## config.mk

```make
export PLATFORM = sky130hd
export DESIGN_NAME = signed_integer_to_radix_digits_unit
export DESIGN_NICKNAME = d
export VERILOG_FILES = /design/src/rtl/sirdu_pkg.sv /design/src/rtl/signed_integer_to_radix_digits_unit.sv /design/src/rtl/sirdu_divider.sv
export VERILOG_INCLUDE_DIRS = /design/src /design/src/rtl
export SDC_FILE = /design/constraint.sdc
export NUM_CORES = 1
export LEC_CHECK = 0
export BUFFER_PORTS_ARGS = -buffer_cell sky130_fd_sc_hd__buf_2
export CAP_MARGIN = 20
export CORE_AREA = 2 2 242 244
export CTS_BUF_LIST = sky130_fd_sc_hd__clkbuf_8
export DETAILED_ROUTE_END_ITERATION = 8
export DIE_AREA = 0 0 244 246
export HOLD_SLACK_MARGIN = 0.06
export PLACE_DENSITY = 0.57
export SYNTH_ARGS = -nofsm -noshare
export SYNTH_HDL_FRONTEND = slang
export SYNTH_SLANG_ARGS = --single-unit
```

## constraint.sdc

```tcl
create_clock -name clk -period 39.3 [get_ports clk]
set_clock_uncertainty 0.1 [all_clocks]
set_input_delay 9.825 -clock clk [delete_from_list [all_inputs] [get_ports clk]]
set_output_delay 9.825 -clock clk [all_outputs]
set_load 0.02 [all_outputs]
```

## src/rtl/signed_integer_to_radix_digits_unit_macros.svh

```systemverilog
// assertion macros for the rtl top level
// no dependencies; the using module provides clk and rst_n
`ifndef SIGNED_INTEGER_TO_RADIX_DIGITS_UNIT_MACROS_SVH
`define SIGNED_INTEGER_TO_RADIX_DIGITS_UNIT_MACROS_SVH

`ifndef SYNTHESIS
`define SIRDU_ASSERT(label, cond) \
    label: assert property (@(posedge clk) disable iff (!rst_n) (cond)) \
        else $error("assertion failed");
`define SIRDU_ASSERT_NEXT(label, pre, post) \
    label: assert property (@(posedge clk) disable iff (!rst_n) (pre) |=> (post)) \
        else $error("assertion failed");
`else
`define SIRDU_ASSERT(label, cond)
`define SIRDU_ASSERT_NEXT(label, pre, post)
`endif

`endif

```

## src/rtl/sirdu_pkg.sv

```systemverilog
// constants, types and symbol lookup for the radix digit converter
// no dependencies
`timescale 1ns / 1ps

package sirdu_pkg;

    localparam int MAX_RADIX   = 16;
    localparam int DATA_W      = 32;
    localparam int SYM_W       = 8;
    localparam int RADIX_W     = 5;
    localparam int ALPHA_W     = 64;
    localparam int ALPHA_SYMS  = 16;
    localparam int ALPHA_IDX_W = 4;
    localparam int DIG_W       = $clog2(MAX_RADIX);
    localparam int ND_W        = $clog2(DATA_W + 1);
    localparam int STK_IDX_W   = $clog2(DATA_W);
    localparam int DIV_BITS    = 8;
    localparam int DIV_STEPS   = DATA_W / DIV_BITS;
    localparam int DIV_CNT_W   = $clog2(DIV_STEPS);
    localparam int CFG_IDX_W   = 2;

    localparam logic [CFG_IDX_W-1:0] CFG_RADIX      = 2'd0;
    localparam logic [CFG_IDX_W-1:0] CFG_ALPHA_LOW  = 2'd1;
    localparam logic [CFG_IDX_W-1:0] CFG_ALPHA_HIGH = 2'd2;

    localparam logic [SYM_W-1:0] CHAR_MINUS = 8'h2D;
    localparam logic [SYM_W-1:0] CHAR_PLUS  = 8'h2B;
    localparam logic [SYM_W-1:0] CHAR_NUL   = 8'h00;

    typedef struct packed {
        logic start;
    } div_ctrl_t;

    typedef struct packed {
        logic busy;
        logic done;
    } div_stat_t;

    function automatic logic [SYM_W-1:0] sym_of(input logic [ALPHA_W-1:0] lo,
                                                input logic [ALPHA_W-1:0] hi,
                                                input logic [ALPHA_IDX_W-1:0] d);
        logic [2*ALPHA_W-1:0] all;
        all = {hi, lo};
        return all[d*SYM_W +: SYM_W];
    endfunction

endpackage

```

## src/rtl/signed_integer_to_radix_digits_unit.sv

```systemverilog
// top level: signed integer to text in a configured radix and alphabet
// depends on sirdu_pkg, sirdu_divider and the assertion macro header
//
//  channel | signals                          | beat
//  --------+----------------------------------+-----------------------------
//  in      | in_valid, in_ready, value        | one 32-bit signed value
//  out     | out_valid, out_ready, symbol,    | one symbol, is_last on the
//          | is_last                          | final symbol of a value
//  cfg     | cfg_we, cfg_index, cfg_wdata     | one register write
//
// per value: a radix and alphabet check over the radix symbols (a failure drops
// the value), then per digit a start state, eight-quotient-bit divider passes
// and the digit store, then the symbols, led by a minus sign if negative.
// in_ready is high only between values; reset clears control and the three
// registers, no clearing pass. a stalled out beat holds the emit sequence.
`timescale 1ns / 1ps
`include "signed_integer_to_radix_digits_unit_macros.svh"

module signed_integer_to_radix_digits_unit
    import sirdu_pkg::*;
(
    input  logic                 clk,
    input  logic                 rst_n,
    input  logic                 in_valid,
    output logic                 in_ready,
    input  logic signed [DATA_W-1:0] value,
    output logic                 out_valid,
    input  logic                 out_ready,
    output logic [SYM_W-1:0]     symbol,
    output logic                 is_last,
    input  logic                 cfg_we,
    input  logic [CFG_IDX_W-1:0] cfg_index,
    input  logic [ALPHA_W-1:0]   cfg_wdata
);

    localparam logic [2:0] S_IDLE   = 3'd0;
    localparam logic [2:0] S_CHECK  = 3'd1;
    localparam logic [2:0] S_DSTART = 3'd2;
    localparam logic [2:0] S_DWAIT  = 3'd3;
    localparam logic [2:0] S_SIGN   = 3'd4;
    localparam logic [2:0] S_EMIT   = 3'd5;

    logic [RADIX_W-1:0]     radix_reg;
    logic [ALPHA_W-1:0]     alpha_low_reg;
    logic [ALPHA_W-1:0]     alpha_high_reg;

    logic [2:0]             state_reg, state_next;
    logic [ALPHA_IDX_W-1:0] chk_reg, chk_next;
    logic [ND_W-1:0]        nd_reg, nd_next;
    logic                   out_valid_reg, out_valid_next;
    logic [SYM_W-1:0]       symbol_reg, symbol_next;
    logic                   is_last_reg, is_last_next;
    logic                   neg_reg, neg_next;
    logic [DATA_W-1:0]      mag_reg, mag_next;
    logic [DIG_W-1:0]       stack_reg [DATA_W];

    div_ctrl_t              div_ctrl;
    div_stat_t              div_stat;
    logic [DATA_W-1:0]      div_quot;
    logic [DIG_W-1:0]       div_rem;

    logic                   slot_free;
    logic                   radix_bad;
    logic                   sym_bad;
    logic [SYM_W-1:0]       chk_sym;
    logic [STK_IDX_W-1:0]   top_idx;
    logic                   push;

    sirdu_divider u_div (
        .clk       (clk),
        .rst_n     (rst_n),
        .ctrl      (div_ctrl),
        .dividend  (mag_reg),
        .divisor   (radix_reg),
        .stat      (div_stat),
        .quotient  (div_quot),
        .remainder (div_rem)
    );

    assign slot_free = !out_valid_reg || out_ready;
    assign radix_bad = (radix_reg < RADIX_W'(2)) || (radix_reg > RADIX_W'(MAX_RADIX));
    assign chk_sym   = sym_of(alpha_low_reg, alpha_high_reg, chk_reg);
    assign top_idx   = STK_IDX_W'(nd_reg - 1'b1);

    // symbol check against its forbidden values and every later symbol in use
    always_comb
    begin
        sym_bad = (chk_sym == CHAR_NUL) || (chk_sym == CHAR_MINUS) || (chk_sym == CHAR_PLUS);
        for (int j = 0; j < ALPHA_SYMS; j++)
        begin
            if ((RADIX_W'(j) > RADIX_W'(chk_reg)) && (RADIX_W'(j) < radix_reg) &&
                (sym_of(alpha_low_reg, alpha_high_reg, ALPHA_IDX_W'(j)) == chk_sym))
            begin
                sym_bad = 1'b1;
            end
        end
    end

    always_comb
    begin
        state_next     = state_reg;
        chk_next       = chk_reg;
        nd_next        = nd_reg;
        neg_next       = neg_reg;
        mag_next       = mag_reg;
        out_valid_next = out_valid_reg && !out_ready;
        symbol_next    = symbol_reg;
        is_last_next   = is_last_reg;
        div_ctrl.start = 1'b0;
        push           = 1'b0;
        case (state_reg)
            S_IDLE:
            begin
                if (in_valid)
                begin
                    neg_next   = value[DATA_W-1];
                    mag_next   = value[DATA_W-1] ? (~value + 1'b1) : value;
                    chk_next   = '0;
                    nd_next    = '0;
                    state_next = S_CHECK;
                end
            end
            S_CHECK:
            begin
                if (radix_bad || sym_bad)
                begin
                    state_next = S_IDLE;
                end
                else if (RADIX_W'(chk_reg) == radix_reg - 1'b1)
                begin
                    state_next = S_DSTART;
                end
                else
                begin
                    chk_next = chk_reg + 1'b1;
                end
            end
            S_DSTART:
            begin
                div_ctrl.start = 1'b1;
                state_next     = S_DWAIT;
            end
            S_DWAIT:
            begin
                if (div_stat.done)
                begin
                    push     = 1'b1;
                    nd_next  = nd_reg + 1'b1;
                    mag_next = div_quot;
                    if ((div_quot == '0) || (nd_reg == ND_W'(DATA_W - 1)))
                    begin
                        state_next = neg_reg ? S_SIGN : S_EMIT;
                    end
                    else
                    begin
                        state_next = S_DSTART;
                    end
                end
            end
            S_SIGN:
            begin
                if (slot_free)
                begin
                    out_valid_next = 1'b1;
                    symbol_next    = CHAR_MINUS;
                    is_last_next   = 1'b0;
                    state_next     = S_EMIT;
                end
            end
            S_EMIT:
            begin
                if (slot_free)
                begin
                    out_valid_next = 1'b1;
                    symbol_next    = sym_of(alpha_low_reg, alpha_high_reg,
                                            ALPHA_IDX_W'(stack_reg[top_idx]));
                    is_last_next   = (nd_reg == ND_W'(1));
                    nd_next        = nd_reg - 1'b1;
                    if (nd_reg == ND_W'(1))
                    begin
                        state_next = S_IDLE;
                    end
                end
            end
            default:
            begin
                state_next = S_IDLE;
            end
        endcase
    end

    always_ff @(posedge clk or negedge rst_n)
    begin
        if (!rst_n)
        begin
            state_reg      <= S_IDLE;
            chk_reg        <= '0;
            nd_reg         <= '0;
            out_valid_reg  <= 1'b0;
            radix_reg      <= '0;
            alpha_low_reg  <= '0;
            alpha_high_reg <= '0;
        end
        else
        begin
            state_reg     <= state_next;
            chk_reg       <= chk_next;
            nd_reg        <= nd_next;
            out_valid_reg <= out_valid_next;
            if (cfg_we)
            begin
                case (cfg_index)
                    CFG_RADIX:      radix_reg      <= cfg_wdata[RADIX_W-1:0];
                    CFG_ALPHA_LOW:  alpha_low_reg  <= cfg_wdata;
                    CFG_ALPHA_HIGH: alpha_high_reg <= cfg_wdata;
                    default:        ;
                endcase
            end
        end
    end

    always_ff @(posedge clk)
    begin
        neg_reg     <= neg_next;
        mag_reg     <= mag_next;
        symbol_reg  <= symbol_next;
        is_last_reg <= is_last_next;
        if (push)
        begin
            stack_reg[nd_reg[STK_IDX_W-1:0]] <= div_rem;
        end
    end

    assign in_ready  = (state_reg == S_IDLE);
    assign out_valid = out_valid_reg;
    assign symbol    = symbol_reg;
    assign is_last   = is_last_reg;

    `SIRDU_ASSERT(nd_in_range, nd_reg <= ND_W'(DATA_W))
    `SIRDU_ASSERT(done_only_when_waiting, !div_stat.done || (state_reg == S_DWAIT))
    `SIRDU_ASSERT(busy_only_when_waiting, !div_stat.busy || (state_reg == S_DWAIT))
    `SIRDU_ASSERT(rem_below_radix, !div_stat.done || (RADIX_W'(div_rem) < radix_reg))
    `SIRDU_ASSERT(emit_has_digits, (state_reg != S_EMIT) || (nd_reg != '0))
    `SIRDU_ASSERT_NEXT(accept_starts_check, in_valid && in_ready, state_reg == S_CHECK)

endmodule

```

## src/rtl/sirdu_divider.sv

```systemverilog
// iterative divider: 32-bit value by a small radix, eight quotient bits a cycle
// depends on sirdu_pkg
`timescale 1ns / 1ps

module sirdu_divider
    import sirdu_pkg::*;
(
    input  logic               clk,
    input  logic               rst_n,
    input  div_ctrl_t          ctrl,
    input  logic [DATA_W-1:0]  dividend,
    input  logic [RADIX_W-1:0] divisor,
    output div_stat_t          stat,
    output logic [DATA_W-1:0]  quotient,
    output logic [DIG_W-1:0]   remainder
);

    logic                 busy_reg, busy_next;
    logic                 done_reg, done_next;
    logic [DIV_CNT_W-1:0] cnt_reg, cnt_next;
    logic [DATA_W-1:0]    work_reg, work_next;
    logic [DIG_W-1:0]     rem_reg, rem_next;

    logic [DIG_W:0]       r;
    logic [DIV_BITS-1:0]  qbits;

    always_comb
    begin
        r = {1'b0, rem_reg};
        qbits = '0;
        for (int b = 0; b < DIV_BITS; b++)
        begin
            r = {r[DIG_W-1:0], work_reg[DATA_W-1-b]};
            if ((RADIX_W+1)'(r) >= (RADIX_W+1)'(divisor))
            begin
                r = r - (DIG_W+1)'(divisor);
                qbits[DIV_BITS-1-b] = 1'b1;
            end
        end
    end

    always_comb
    begin
        busy_next = busy_reg;
        done_next = 1'b0;
        cnt_next  = cnt_reg;
        work_next = work_reg;
        rem_next  = rem_reg;
        if (busy_reg)
        begin
            work_next = {work_reg[DATA_W-DIV_BITS-1:0], qbits};
            rem_next  = r[DIG_W-1:0];
            cnt_next  = cnt_reg + 1'b1;
            if (cnt_reg == DIV_CNT_W'(DIV_STEPS - 1))
            begin
                busy_next = 1'b0;
                done_next = 1'b1;
            end
        end
        else if (ctrl.start)
        begin
            busy_next = 1'b1;
            cnt_next  = '0;
            work_next = dividend;
            rem_next  = '0;
        end
    end

    always_ff @(posedge clk or negedge rst_n)
    begin
        if (!rst_n)
        begin
            busy_reg <= 1'b0;
            done_reg <= 1'b0;
            cnt_reg  <= '0;
        end
        else
        begin
            busy_reg <= busy_next;
            done_reg <= done_next;
            cnt_reg  <= cnt_next;
        end
    end

    always_ff @(posedge clk)
    begin
        work_reg <= work_next;
        rem_reg  <= rem_next;
    end

    assign stat.busy = busy_reg;
    assign stat.done = done_reg;
    assign quotient  = work_reg;
    assign remainder = rem_reg;

endmodule

```

==> results.tsv, run 1 <==
metric	value	unit
status	complete, no violations	
post-route met1 wirelength	24500	um
main flop type after synthesis	edfxtp_1	
number of flip-flops in the largest register	128	
global-route usage over all layers	0.192	
Top cell by count, worst path	o21ai_0	
area added between synthesis and finish	11.7	%
critical path startpoint	radix_reg[1]	
endpoint type of the worst setup path	register	
initial antenna violation count	4	
Tmin final	14.34	ns
Clock Path Buffers	3	
Pre-antenna DRT Iters	5	
share of cells above drive strength 1	0.262	
Yosys top cell by area	edfxtp_1	
Core Area	57400	um2
top layer in use	met4	
clk sinks	357	
drt initial violations	1355	
RSZ-0062 raised after global routing	no	
Seq cells post-synth	357	
Final nets	2013	
FF-to-FF Start	radix_reg[1]	
CTS tree	built	
initial core utilization	0.367	
Worst-path clk slew	0.06	ns
cells after synthesis	1753	
hold_buf cts	0	
GR Overflow Total	0	
# H-tree levels	2	
sequential element share of the synthesized area	0.473	
I/O pin count	114	
Crit Path Max Fanout	13	
first-pass GRT wire length	89000	um
Mean Syn Cell Area	12.0	um2
Post-CTS Setup Repair Bufs	0	
antenna viol nets, final	0	
Final Wtd Congestion	0.884	
Hold Fails Final Rpt	0	
top cell type's share of synthesized area	0.294	
vias in the first global route	14700	
Arr. time, crit path	14.65	ns
critical path's slowest cell	dfrtp_1	
Mapped Nets	1917	
period utilisation layout	0.365	
distinct cell type count after synthesis	86	
cts bufs inserted	59	
Die H	246	um
die area	60000	um2
DRC	0	
max-slew violation count	0	
worst skew pair latency	0.68	ns
port bufs	113	
hold path start	chk_reg[0]	
worst-margin pin slew	1.12	ns
Resized Gates After CTS	0	
pin count of the biggest net entering global routing	84	
Synth Warn #	0	
ys async rst share	0.423	
Worst EP required	39.61	ns
Final setup viols	0	
TNS Setup	0	ns
CP Buf/Inv Count	7	
worst rel slew slack	0.254	
vias per cell	5.53	
Post-synth EDFFs	206	
Max-Cap Viols	0	
Slowest Stage Delay on Critical Path	0.74	ns
Cell Area, Synth	21100	um2
final WL	58400	um
routed wl met3	3000	um
Max Clk Rate	69.7	MHz
CP Launch Type	register	
hold crit path type	reg2reg	
Vias	14700	
CTS root buf	clkbuf_8	
synth top area cells	edfxtp_1 (29%), dfrtp_1 (18%), mux2_2 (10%)	
Routed WL per cell	22.0	um
critical path's top delay family	compound AO/OA/AOI/OAI gates	
Row Count	88	
Crit Path Class	reg2reg	
Final HPWL DP	42000	um
Die W	244	um
metal2 WL	29300	um
==> cells in the final DEF, fill, tap and decap left out, drive strengths merged, types with 12 or more instances in the layout <==
master,instances
edfxtp,206
mux2,197
dfrtp,151
buf,137
o21ai,114
nand2,98
nor2,92
mux2i,89
xor2,71
clkbuf,67
xnor2,63
inv,61
a21oi,54
ha,53
mux4,46
a211oi,39
nor2b,30
nor3,30
nand3,28
or3,25
nand2b,19
and3,19
a21o,17
nand4,15
o211ai,15
nor4,15
o31ai,13
o22ai,12
==> metrics by stage <==
stage | std cells | util | setup WS (ns) | instance area, um2 | hold WS [ns]
finish | 2656 | 0.410 | 24.96 | 23500 | 0.372
global route | 2656 | 0.410 | 23.69 | 23500 | 0.406
CTS | 2652 | 0.409 | 25.05 | 23400 | 0.374
detailed placement | 2550 | 0.388 | 25.06 | 22300 | 0.363
global placement | 2550 | 0.388 | 25.89 | 22300 | 0.358
floorplan | 1753 | - | 26.60 | 21100 | 0.353
==> final cells by class <==
cell class,count,area (um2)
Inverter,38,143
Timing Repair Buffer,137,812
Clock inverter,35,262
Tap cell,765,957
Clock buffer,67,922
Antenna cell,1,2.50
Sequential cell,357,9970
Multi-Input combinational cell,1256,10500
Fill cell,5456,33800
==> worst paths after layout <==
kind / to / slack [ns] / depth (start not counted)
worst min register to register: chk_reg[0] / 0.37 / 1
worst max register to register: u_div.remainder[1] / 24.96 / 69
worst min-delay path: chk_reg[0] / 0.37 / 1
max in group asynchronous: alpha_low_reg[59] / 28.59 / 2
worst max-delay path: u_div.remainder[1] / 24.96 / 69
min in group asynchronous: alpha_low_reg[13] / 9.10 / 1
==> synth_stat cells, drive strengths merged, types with 4 or more instances <==
library cell	instances
or3	25
nand3	28
and2	5
o31ai	13
o21ai	114
dfrtp	151
a21o	17
or4	6
and3	19
mux2	197
nand4	15
a2111oi	5
a21oi	54
xnor2	63
mux2i	89
nand3b	4
edfxtp	206
a21boi	5
nor2	92
ha	53
o2111ai	6
clkbuf	49
nor2b	30
a22o	10
nand2b	19
inv	37
mux4	46
a31o	4
xor2	71
o21a	7
o22ai	12
fa	8
buf	53
o221ai	9
a211oi	39
nand2	98
nor4	15
nor3b	5
o211ai	15
nor3	30
==> per-layer routing <==
layer  vias up  track usage
met1      7347        0.242
li1       6783            -
met2       452        0.336
met3       104       0.0298
met4         0       0.0662
met5         -            0
==> worst register-to-register path, delay by kind of cell, from the launching register on <==
| kind | cells | cell delay [ns] |
|---|---|---|
| compound gates | 27 | 4.88 |
| fa+ha+maj | 8 | 2.11 |
| buf+inv | 7 | 0.92 |
| flops | 1 | 0.74 |
| mux | 8 | 2.68 |
| simple gates | 19 | 2.70 |
==> cell families after synthesis <==
group           count (synthesis)  synth area share
compound gates                332             0.107
xor+xnor                      134            0.0561
fa+ha+maj                      61            0.0391
buf+inv                       140            0.0326
flops                         357             0.473
mux                           332             0.197
simple gates                  397            0.0957
Power of run 1 is left out: the tool's default activity adds up to more than one toggle a clock period on the data nets, which glitch-free logic cannot reach.
==> run 2, diff against run 1 <==
ABC_AREA = 1   (was not set)
CORE_AREA = 2 2 247 249   (was 2 2 242 244)
DIE_AREA = 0 0 249 251   (was 0 0 244 246)
PLACE_DENSITY = 0.58   (was 0.57)
clock period = 11.7 ns   (was 39.3 ns; I/O delays follow)
==> results.tsv, run 2 <==
metric	value	unit
number of flip-flops in the largest register	128	
ys async rst share	0.423	
Tmin final	11.62	ns
Max Clk Rate	86.0	MHz
Final nets	3099	
critical path's slowest cell	edfxtp_1	
post-synthesis xor/xnor area fraction	0.0335	
max-slew violation count	0	
first-pass GRT wire length	112000	um
Synth Area in Compound Gates	0.135	
CP Launch Type	register	
worst rel slew slack	0.244	
share of cells above drive strength 1	0.148	
vias in the first global route	19100	
endpoint type of the worst setup path	register	
cts bufs inserted	61	
GR Overflow Total	0	
Arr. time, crit path	11.94	ns
multiplexer area fraction after synthesis	0.000512	
CTS root buf	clkbuf_8	
clk sinks	357	
Reg2Reg Depth	73	
RSZ-0062 raised after global routing	yes	
Seq cells post-synth	357	
Clock Path Buffers	3	
CP Buf/Inv Count	10	
hold path cells	2	
I/O pin count	114	
area added between synthesis and finish	14.6	%
global-route usage over all layers	0.228	
main flop type after synthesis	edfxtp_1	
initial antenna violation count	2	
reg-to-reg endpoint	u_div.remainder[2]	
sequential element share of the synthesized area	0.453	
Pre-antenna DRT Iters	6	
port bufs	113	
pin count of the biggest net entering global routing	89	
vias per cell	5.32	
cells after synthesis	2803	
period utilisation layout	0.993	
Synth Warn #	0	
# H-tree levels	2	
simple logic cell fraction of the synthesized area	0.254	
most frequent cell after synthesis	nand2_1	
distinct cell type count after synthesis	59	
Worst-path clk slew	0.06	ns
Row Count	90	
Routed WL per cell	19.4	um
worst skew pair latency	0.69	ns
DRC	0	
Die W	249	um
Worst EP required	12.02	ns
Die H	251	um
hold path start	alpha_high_reg[30]	
Hold WS	0.388	ns
worst-margin pin slew	1.13	ns
post-synthesis adder-cell area fraction	0.0374	
Mapped Nets	2967	
CTS tree	built	
reg2reg setup slack	0.08	ns
Final Wtd Congestion	0.945	
final WL	73000	um
synth top area cells	edfxtp_1 (28%), dfrtp_1 (17%), nand2_1 (14%)	
drt initial violations	2157	
Slowest Stage Delay on Critical Path	0.44	ns
Core Util, Final	0.422	
critical path's top delay family	compound AO/OA/AOI/OAI gates	
Stages on worst setup path	73	
Max-Cap Viols	0	
Core Area	59800	um2
hold crit path type	reg2reg	
Post-synth EDFFs	206	
most frequent cells in the layout	nand2_1 (809), inv_1 (325), o21ai_0 (250)	
initial core utilization	0.368	
Final HPWL DP	50700	um
top cell type's share of synthesized area	0.281	
Crit Path Class	reg2reg	
commonest non-fill, non-tap cell in the layout	nand2_1	
largest family of logic cells by synthesized area	simple AND/OR/NAND/NOR gates	
die area	62500	um2
Synth top cells by count	nand2_1 (825), inv_1 (311), o21ai_0 (269), nor2_1 (227), edfxtp_1 (206)	
TNS Setup	0	ns
Cell Area, Synth	22000	um2
Hold Fails Final Rpt	0	
FF-to-FF Start	u_div.remainder[0]	
Final setup viols	0	
Yosys top cell by area	edfxtp_1	
worst hold endpoint	alpha_high_reg[30]	
antenna viol nets, final	0	
Crit Path Max Fanout	8	
Vias	20000	
Mean Syn Cell Area	7.85	um2
status	complete, no violations	
## run 2: logic make-up (layout without fill, tap and decap cells)
family,after synthesis,count (layout)
xor+xnor,82,82
buf+inv,451,632
compound gates,520,520
flops,357,357
fa+ha+maj,61,61
other cells,0,1
mux,1,1
simple gates,1331,1331
## run 2: what timing repair did
item	in CTS	in global routing
hold buffers	0	0
resized for setup	18	91
endpoints found under the setup margin	5	5
pin swaps	10	57
buffers inserted	8	31
## run 2: worst max path at each step
stage / from / to / slack (ns)
2_1_floorplan: radix_reg[1] / u_div.remainder[2] / 0.09
3_3_place_gp: radix_reg[2] / u_div.remainder[3] / -0.003
3_5_place_dp: u_div.remainder[1] / u_div.remainder[3] / -1.06
4_1_cts: u_div.remainder[1] / u_div.remainder[2] / 0.03
5_1_grt: u_div.remainder[1] / u_div.remainder[2] / -0.50
6_report: u_div.remainder[0] / u_div.remainder[2] / 0.08
## run 2: per-layer routing
| layer | routed length, um | up-vias | share of wire | global-route usage |
|---|---|---|---|---|
| met5 | 0 | - | 0 | 0 |
| met4 | 2250 | 0 | 0.031 | 0.0772 |
| met3 | 5040 | 148 | 0.069 | 0.0387 |
| met2 | 33400 | 778 | 0.46 | 0.364 |
| met1 | 32300 | 9607 | 0.44 | 0.314 |
| li1 | - | 9516 | - | - |
## run 2: area by class of cell
| type | instances | area, um2 |
|---|---|---|
| Tap cell | 782 | 978 |
| Antenna cell | 1 | 2.50 |
| Clock inverter | 35 | 161 |
| Sequential cell | 357 | 9970 |
| Multi-Input combinational cell | 1995 | 10600 |
| Clock buffer | 77 | 1060 |
| Fill cell | 5932 | 34600 |
| Inverter | 323 | 1220 |
| Timing Repair Buffer | 197 | 1230 |
## run 2: metrics by stage
| stage | cells | cell area (um2) | setup slack [ns] |
|---|---|---|---|
| 3_5_place_dp | 3613 | 23300 | -1.06 |
| 3_3_place_gp | 3613 | 23300 | -0.00251 |
| 5_1_grt | 3767 | 25200 | -0.498 |
| 2_1_floorplan | 2803 | 22000 | 0.0886 |
| 6_report | 3767 | 25200 | 0.0776 |
| 4_1_cts | 3733 | 24600 | 0.0269 |
## run 2: worst register-to-register path, delay by kind of cell (launching register included)
kind	cells	cell delay (ns)
buffers and inverters	10	0.97
AO/OA/AOI/OAI	30	5.64
flip-flops	1	0.44
adder cells (fa/ha/maj)	8	2.19
AND/OR/NAND/NOR	25	2.02
Power of run 2 is left out for the same reason.
